==> config.mk <==
export PLATFORM = sky130hd
export DESIGN_NAME = absmax_block_quantizer_packer_unit
export DESIGN_NICKNAME = d
export VERILOG_FILES = /design/src/design/abq_pkg.sv /design/src/design/abq_front.sv /design/src/design/abq_back.sv /design/src/design/absmax_block_quantizer_packer_unit.sv
export SDC_FILE = /design/constraint.sdc
export NUM_CORES = 2
export LEC_CHECK = 0
export ABC_AREA = 1
export CAP_MARGIN = 10
export CORE_MARGIN = 3
export CORE_UTILIZATION = 31
export DETAILED_ROUTE_END_ITERATION = 6
export DONT_BUFFER_PORTS = 1
export GPL_TIMING_DRIVEN = 0
export SYNTH_ARGS = -nofsm -noshare
export SYNTH_HDL_FRONTEND = slang
export SYNTH_SLANG_ARGS = --single-unit
==> constraint.sdc <==
create_clock -name clk -period 14.1 [get_ports clk]
set_clock_uncertainty 0.2 [all_clocks]
set_input_delay 1.41 -clock clk [delete_from_list [all_inputs] [get_ports clk]]
set_output_delay 1.41 -clock clk [all_outputs]
set_load 0.01 [all_outputs]
==> src/design/abq_pkg.sv <==
`timescale 1ns / 1ps
package abq_pkg;

  localparam int BlockLen = 64;
  localparam int AddrW = 6;
  localparam int CountW = 7;

  // Quantisation mode codes.
  typedef enum logic [1:0] {
    MODE_INT8 = 2'd0,
    MODE_INT4 = 2'd1,
    MODE_INT2 = 2'd2,
    MODE_TERN = 2'd3
  } mode_t;

  // One closed block handed from the front end to the back end.
  typedef struct packed {
    logic [CountW-1:0] count;
    logic [16:0] scale;
  } blk_t;

  typedef enum logic [1:0] {
    ST_IDLE,
    ST_READ,
    ST_DIV,
    ST_PACK
  } back_state_t;

endpackage

==> src/design/abq_front.sv <==
`timescale 1ns / 1ps
module abq_front import abq_pkg::*; (
  input  logic                clk,
  input  logic                rst,
  input  logic signed [15:0]  sample,
  input  logic                end_of_block,
  input  logic                in_valid,
  output logic                in_ready,
  output logic                mem_we,
  output logic [AddrW-1:0]    mem_addr,
  output logic [15:0]         mem_data,
  output logic                blk_valid,
  output blk_t                blk,
  input  logic                blk_done
);

  logic [CountW-1:0] count;
  logic [16:0] peak;
  logic busy;
  logic [16:0] mag;
  logic [CountW-1:0] count_next;
  logic [16:0] peak_next;
  logic close;

  // A closed block owns the store until the back end finishes it.
  assign in_ready = !busy;
  assign mag = sample[15] ? (17'd0 - {sample[15], sample}) : {1'b0, sample};
  assign count_next = count + 1'b1;
  assign peak_next = (mag > peak) ? mag : peak;
  assign close = end_of_block || (count_next >= CountW'(BlockLen));
  assign mem_we = in_valid && in_ready;
  assign mem_addr = count[AddrW-1:0];
  assign mem_data = sample;
  assign blk_valid = busy;

  always_ff @(posedge clk) begin
    if (rst) begin
      count <= '0;
      peak <= '0;
      busy <= 1'b0;
    end else if (busy) begin
      if (blk_done) busy <= 1'b0;
    end else if (mem_we) begin
      if (close) begin
        blk.count <= count_next;
        blk.scale <= (peak_next == 17'd0) ? 17'd256 : peak_next;
        busy <= 1'b1;
        count <= '0;
        peak <= '0;
      end else begin
        count <= count_next;
        peak <= peak_next;
      end
    end
  end

endmodule

==> src/design/abq_back.sv <==
`timescale 1ns / 1ps
module abq_back import abq_pkg::*; (
  input  logic               clk,
  input  logic               rst,
  input  logic [1:0]         quant_mode,
  input  logic               mem_we,
  input  logic [AddrW-1:0]   mem_waddr,
  input  logic [15:0]        mem_wdata,
  input  logic               blk_valid,
  input  blk_t               blk,
  output logic               blk_done,
  output logic               out_valid,
  input  logic               out_ready,
  output logic [7:0]         packed_byte,
  output logic [15:0]        block_scale,
  output logic               last_byte
);

  logic [15:0] store [BlockLen];
  logic [15:0] rdata;
  back_state_t state, state_next;
  logic [CountW-1:0] idx;
  logic [CountW-1:0] rd_idx;
  logic adv;
  logic [7:0] acc;
  logic [3:0] pos;
  logic [4:0] step;
  logic [24:0] rem;
  logic [7:0] quo;
  logic [16:0] mag;
  logic [23:0] numer;
  logic [7:0] lvl;
  logic [25:0] trial;
  logic [7:0] code;
  logic [3:0] width;
  logic [7:0] qmag;
  logic [7:0] acc_new;
  logic [3:0] pos_new;
  logic final_s;
  logic flush;
  mode_t mode;

  assign mode = mode_t'(quant_mode);

  // The read address runs one ahead when a sample is packed, so the next
  // sample is already in the read register during the read cycle.
  assign adv = (state == ST_PACK) && !(flush && out_valid && !out_ready);
  assign rd_idx = adv ? (idx + 1'b1) : idx;

  // Sample store, written by the front end and read by the back end.
  always_ff @(posedge clk) begin
    if (mem_we) store[mem_waddr] <= mem_wdata;
    rdata <= store[rd_idx[AddrW-1:0]];
  end

  always_comb begin
    lvl = 8'd127;
    case (mode)
      MODE_INT4: lvl = 8'd7;
      MODE_INT2, MODE_TERN: lvl = 8'd1;
      default: lvl = 8'd127;
    endcase
  end
  assign mag = rdata[15] ? (17'd0 - {1'b1, rdata}) : {1'b0, rdata};

  // Restoring divider, one quotient bit a cycle, remainder against 2m.
  assign trial = {rem, 1'b0} - {8'd0, blk.scale, 1'b0};

  // Clamp, sign and code the quotient; ternary mode codes the sample against fixed thresholds.
  always_comb begin
    qmag = quo;
    code = 8'd0;
    width = 4'd8;
    case (mode)
      MODE_INT8: begin
        if (!rdata[15] && quo > 8'd127) qmag = 8'd127;
        code = rdata[15] ? (8'd0 - qmag) : qmag;
      end
      MODE_INT4: begin
        width = 4'd4;
        if (!rdata[15] && quo > 8'd7) qmag = 8'd7;
        if (rdata[15] && quo > 8'd8) qmag = 8'd8;
        code = rdata[15] ? (8'd8 - qmag) : (qmag + 8'd8);
      end
      MODE_INT2: begin
        width = 4'd2;
        if (!rdata[15] && quo > 8'd1) qmag = 8'd1;
        if (rdata[15] && quo > 8'd2) qmag = 8'd2;
        code = rdata[15] ? (8'd2 - qmag) : (qmag + 8'd2);
      end
      default: begin
        width = 4'd2;
        if (!rdata[15] && rdata > 16'sd128) code = 8'd2;
        else if (rdata[15] && $signed(rdata) < -16'sd128) code = 8'd1;
        else code = 8'd0;
      end
    endcase
  end
  assign acc_new = acc | 8'(code << pos[2:0]);
  assign pos_new = pos + width;
  assign final_s = (idx + 1'b1) == blk.count;
  assign flush = (pos_new >= 4'd8) || final_s;

  // Sequencer next state.
  always_comb begin
    state_next = state;
    unique case (state)
      ST_IDLE: if (blk_valid && !out_valid) state_next = ST_READ;
      ST_READ: state_next = ST_DIV;
      ST_DIV: if (step == 5'd0) state_next = ST_PACK;
      ST_PACK: if (!(flush && out_valid && !out_ready))
        state_next = final_s ? ST_IDLE : ST_READ;
      default: state_next = ST_IDLE;
    endcase
  end

  assign blk_done = (state == ST_PACK) && final_s && !(out_valid && !out_ready);

  always_ff @(posedge clk) begin
    if (rst) begin
      state <= ST_IDLE;
      out_valid <= 1'b0;
      idx <= '0;
      acc <= '0;
      pos <= '0;
    end else begin
      state <= state_next;
      if (out_valid && out_ready && !(state == ST_PACK && flush)) out_valid <= 1'b0;
      unique case (state)
        ST_IDLE: begin
          idx <= '0;
          acc <= '0;
          pos <= '0;
        end
        ST_READ: begin
          numer <= ({6'd0, mag, 1'b0} * {16'd0, lvl}) + {7'd0, blk.scale};
          rem <= '0;
          step <= 5'd23;
          quo <= '0;
        end
        ST_DIV: begin
          // Shift in the next numerator bit and subtract 2m when it fits.
          if (!trial[25] || (({rem, numer[23]} >= {7'd0, blk.scale, 1'b0}))) begin
            rem <= 25'({rem, numer[23]} - {7'd0, blk.scale, 1'b0});
            quo <= {quo[6:0], 1'b1};
          end else begin
            rem <= {rem[23:0], numer[23]};
            quo <= {quo[6:0], 1'b0};
          end
          numer <= {numer[22:0], 1'b0};
          if (step != 5'd0) step <= step - 1'b1;
        end
        ST_PACK: begin
          if (!(flush && out_valid && !out_ready)) begin
            if (flush) begin
              packed_byte <= acc_new;
              block_scale <= blk.scale[15:0];
              last_byte <= final_s;
              out_valid <= 1'b1;
              acc <= '0;
              pos <= '0;
            end else begin
              acc <= acc_new;
              pos <= pos_new;
            end
            idx <= idx + 1'b1;
          end
        end
        default: ;
      endcase
    end
  end

endmodule

==> src/design/absmax_block_quantizer_packer_unit.sv <==
`timescale 1ns / 1ps
// Block absmax quantiser and packer. Samples are taken at one a cycle into a
// 64-entry store while the peak magnitude is tracked; end_of_block or a full
// store closes the block. The block is then coded sample by sample through a
// bit-serial divider: each sample passes through a read, 24 divide steps and a
// pack, and a completed byte waits for the receiver; while a block is being
// coded no new request is taken. quant_mode should change only idle.
module absmax_block_quantizer_packer_unit import abq_pkg::*; (
  input  logic               clk,
  input  logic               rst,
  input  logic               cfg_we,
  input  logic [1:0]         cfg_wdata,
  input  logic               in_valid,
  output logic               in_ready,
  input  logic signed [15:0] sample,
  input  logic               end_of_block,
  output logic               out_valid,
  input  logic               out_ready,
  output logic [7:0]         packed_byte,
  output logic [15:0]        block_scale,
  output logic               last_byte
);

  logic [1:0] quant_mode;
  logic mem_we;
  logic [AddrW-1:0] mem_addr;
  logic [15:0] mem_data;
  logic blk_valid;
  blk_t blk;
  logic blk_done;

  // Mode register.
  always_ff @(posedge clk) begin
    if (rst) quant_mode <= MODE_INT8;
    else if (cfg_we) quant_mode <= cfg_wdata;
  end

  abq_front u_front (
    .clk, .rst, .sample, .end_of_block, .in_valid, .in_ready,
    .mem_we, .mem_addr, .mem_data, .blk_valid, .blk, .blk_done
  );

  abq_back u_back (
    .clk, .rst, .quant_mode, .mem_we, .mem_waddr(mem_addr), .mem_wdata(mem_data),
    .blk_valid, .blk, .blk_done, .out_valid, .out_ready,
    .packed_byte, .block_scale, .last_byte
  );

  // The store is never written while a closed block is being coded.
  a_no_write_busy: assert property (@(posedge clk) disable iff (rst)
    blk_valid |-> !mem_we) else $error("store written while busy");
  a_scale_nonzero: assert property (@(posedge clk) disable iff (rst)
    blk_valid |-> blk.scale != 17'd0) else $error("zero scale");
  a_done_busy: assert property (@(posedge clk) disable iff (rst)
    blk_done |-> blk_valid) else $error("done without block");

endmodule

==> results.md <==
* CTS Sinks at ~1200
* Initial Util at 31.3%
* Sequential element share of the synthesized area at 59.8%
* Final Hold Viols at 0
* Post-cts gate resize count at 0
* Number of synthesized register bits at 1199
* Number of DRC violations after detailed routing at 0
* Antenna violations before repair at 13
* Clock-pin transition on the worst setup and hold timing paths at around 0.060 ns
* Post-synth ARST share at 0%
* Final Wtd Congestion at 0.968
* Required time at the endpoint of the critical path at 14.38 ns
* Endpoint kind of the worst setup timing path: flip-flop
* Crit path largest cell delay at 0.55 ns
* Commonest register cell after synthesis: edfxtp_1
* Final critical-path required period at 8.48 ns
* Portion of synthesized cell area occupied by the leading cell type at 57.6%
* Ratio of cells with drive above 1 in the final layout at about 8.4%
* Largest net degree at the start of global routing at 69
* First DRT Iteration DRCs at 5023
* Leading post-synthesis cells by cell area: edfxtp_1, nand3_1, nand2_1, inv_1, ha_1
* CORE AREA at 0.189 mm2
* Final HPWL DP at 125 mm
* Total routed wirelength at about 180 mm
* Area growth syn-to-layout at 14.0%
* TritonCTS clock tree: yes
* CTS HTree Levels at 3
* Worst-case headroom to the max-slew limit at between 30% and 40%
* Final sum of negative setup slack at 0 ns
* Share of the cycle needed by the critical path after routing at about three fifths
* Setup Viol. Count Final at 0
* Pins over their slew limit at 0
* Die extent in x at ~440 um
* Global-route wire length before repair at 267 mm
* Maximum clock frequency at 0.118 GHz
* Number of buffers added by the clock tree synthesis step at 121
* Unrepaired setup endpoints after global routing: false
* Die height at 443 um
* # IOs at between 50 and 60
* Post-detailed-route via-to-cell ratio at slightly below 5
* Post-CTS Setup Bufs at 0
* Library cell with the largest summed area after synthesis: edfxtp_1
* Critical-path maximum fanout at 10
* Hold bufs inserted after CTS at 0
* Clock latency reported for the late side of the worst-skew pair at 0.80 ns
* Synth Cell Area at 0.0592 mm2
* Nets at 6566
* Cell with the biggest individual delay on the critical path: fa_1
* YS warnings at 0
* Worst-margin pin slew at 0.997 ns
* Number of global-route vias before repair at about 41000
* Critical path's most frequent cell: nand2_1
* Number of synthesized flops with an enable pin at approximately 1100
* Endpoint arrival time on the critical path at 8.76 ns
* CP Launch Type: flip-flop
* Floorplan die area at 0.196 mm2
* Synth Instances at 6166
* Maximum count of clock buffers along a single path at 3
* Worst min-delay path category: flip-flop to flip-flop
* Total number of vias at 43500
* Number of distinct standard cells referenced by the synthesized netlist at 48
* Status: complete, no violations
* Count of max-cap constraint violations at 0
* Root buffer cell: clkbuf_16
* Row Count at 159
* First-pass iteration count of the detailed router at 6
* Leftover overflow at the end of global routing at 0
* Critical path start-end classification: flip-flop to flip-flop
* Count of nets left with antenna violations after detail routing at 0
* Synthesized area per cell at 9.59 um2
* Worst hold slack at 0.255 ns
* Combined global-route utilization of all metal layers at 18.2%
* Number of buffer cells added on primary ports at 0
* WL per Instance at 20.3 um
-- routing by layer --
metal	part of all wire (%)	global-route usage, %
met2	45	28.9
met4	4.4	7.50
met3	9.6	3.95
met1	41	23.9
met5	0.0071	0
-- cell usage after synthesis, types with 5 or more instances --
master    instances
nand2_1        1376
inv_1          1280
nand3_1        1156
edfxtp_1       1135
nor2_1          235
buf_2           144
a21oi_1         121
o21ai_0         113
ha_1            112
fa_1             69
clkbuf_1         68
dfxtp_1          64
xor2_1           59
xnor2_1          30
buf_6            23
buf_4            22
nor3_1           22
nand4_1          18
or2_2            15
buf_1            12
a211oi_1          8
a31oi_1           8
nor4_1            7
inv_2             5
nand2_2           5
o21bai_1          5
-- through the flow --
step	util (%)	area, um2	setup slack [ns]	instances
after floorplan	-	59200	7.07	6178
after global placement	33.0	62300	5.59	8673
after detailed placement	33.6	63400	5.58	8733
after CTS	35.7	67400	5.58	8957
after global routing	35.7	67400	4.86	8957
final	35.7	67400	5.62	8961
-- cells in the final DEF, fill, tap and decap left out, types with 20 or more instances in the layout --
cell and instances:
fa_1 69, xor2_1 59, xnor2_1 30, clkbuf_16 123, clkinv_2 32, buf_2 144, nor2_1 171, ha_1 112
buf_6 28, nor3_1 20, buf_4 25, nand3_1 1156, nor2_2 66, dfxtp_1 64, buf_8 45, nand2_1 1376
clkbuf_1 85, inv_1 1280, edfxtp_1 1135, a21oi_1 121, o21ai_0 113
-- final timing paths --
kind	from	to	slack (ns)	cells past startpoint
worst max-delay path	u_back.rdata[15]	u_back.numer[23]	5.62	32
worst min-delay path	u_back.pos[3]	u_back.pos[3]	0.26	2
worst max register to register	u_back.rdata[15]	u_back.numer[23]	5.62	32
worst min register to register	u_back.pos[3]	u_back.pos[3]	0.26	2
-- sequential cells by signal, indices dropped and copies added, names as in the netlist, 7 cells and up --
signal / cells
u_back.block_scale: 16
u_back.rem: 25
u_back.store: 1024
u_back.quo: 8
u_back.idx: 7
u_front.peak: 17
u_front.count: 7
u_back.packed_byte: 8
u_front.blk: 24
u_back.rdata: 16
u_back.acc: 8
u_back.numer: 24
-- critical path, delay by kind of cell, from the launching register on --
kind	cells	cell delay (ns)
adders and majority gates	6	2.76
and+or+nand+nor	14	2.00
buffers and inverters	5	1.45
AOI/OAI and AO/OA	5	1.15
xor gates and xnor gates	2	0.39
DFF	1	0.30
-- logic make-up (layout without fill, tap and decap cells) --
logic type                 count (synthesis)  in the layout  synth area share (%)
and+or+nand+nor                         2846           2846                  20.8
buffers and inverters                   1556           1840                  10.6
DFF                                     1199           1199                  59.8
AOI/OAI and AO/OA                        293            293                  2.75
adders and majority gates                181            181                  4.70
xor gates and xnor gates                  89             89                  1.32
other                                      2             18                0.0127
-- area by class of cell --
cell class	count	area [um2]
fill	18800	121000
sequential	1199	35400
multi-input combinational	3423	17700
inverter	1287	4830
clock buffer	147	3230
tap	2495	3120
buffer	269	1450
timing repair buffer	60	940
clock inverter	77	773
antenna	4	10.0
Power is not shown: default switching activity piles up to over one toggle a cycle in this logic, so the estimate is an artifact.
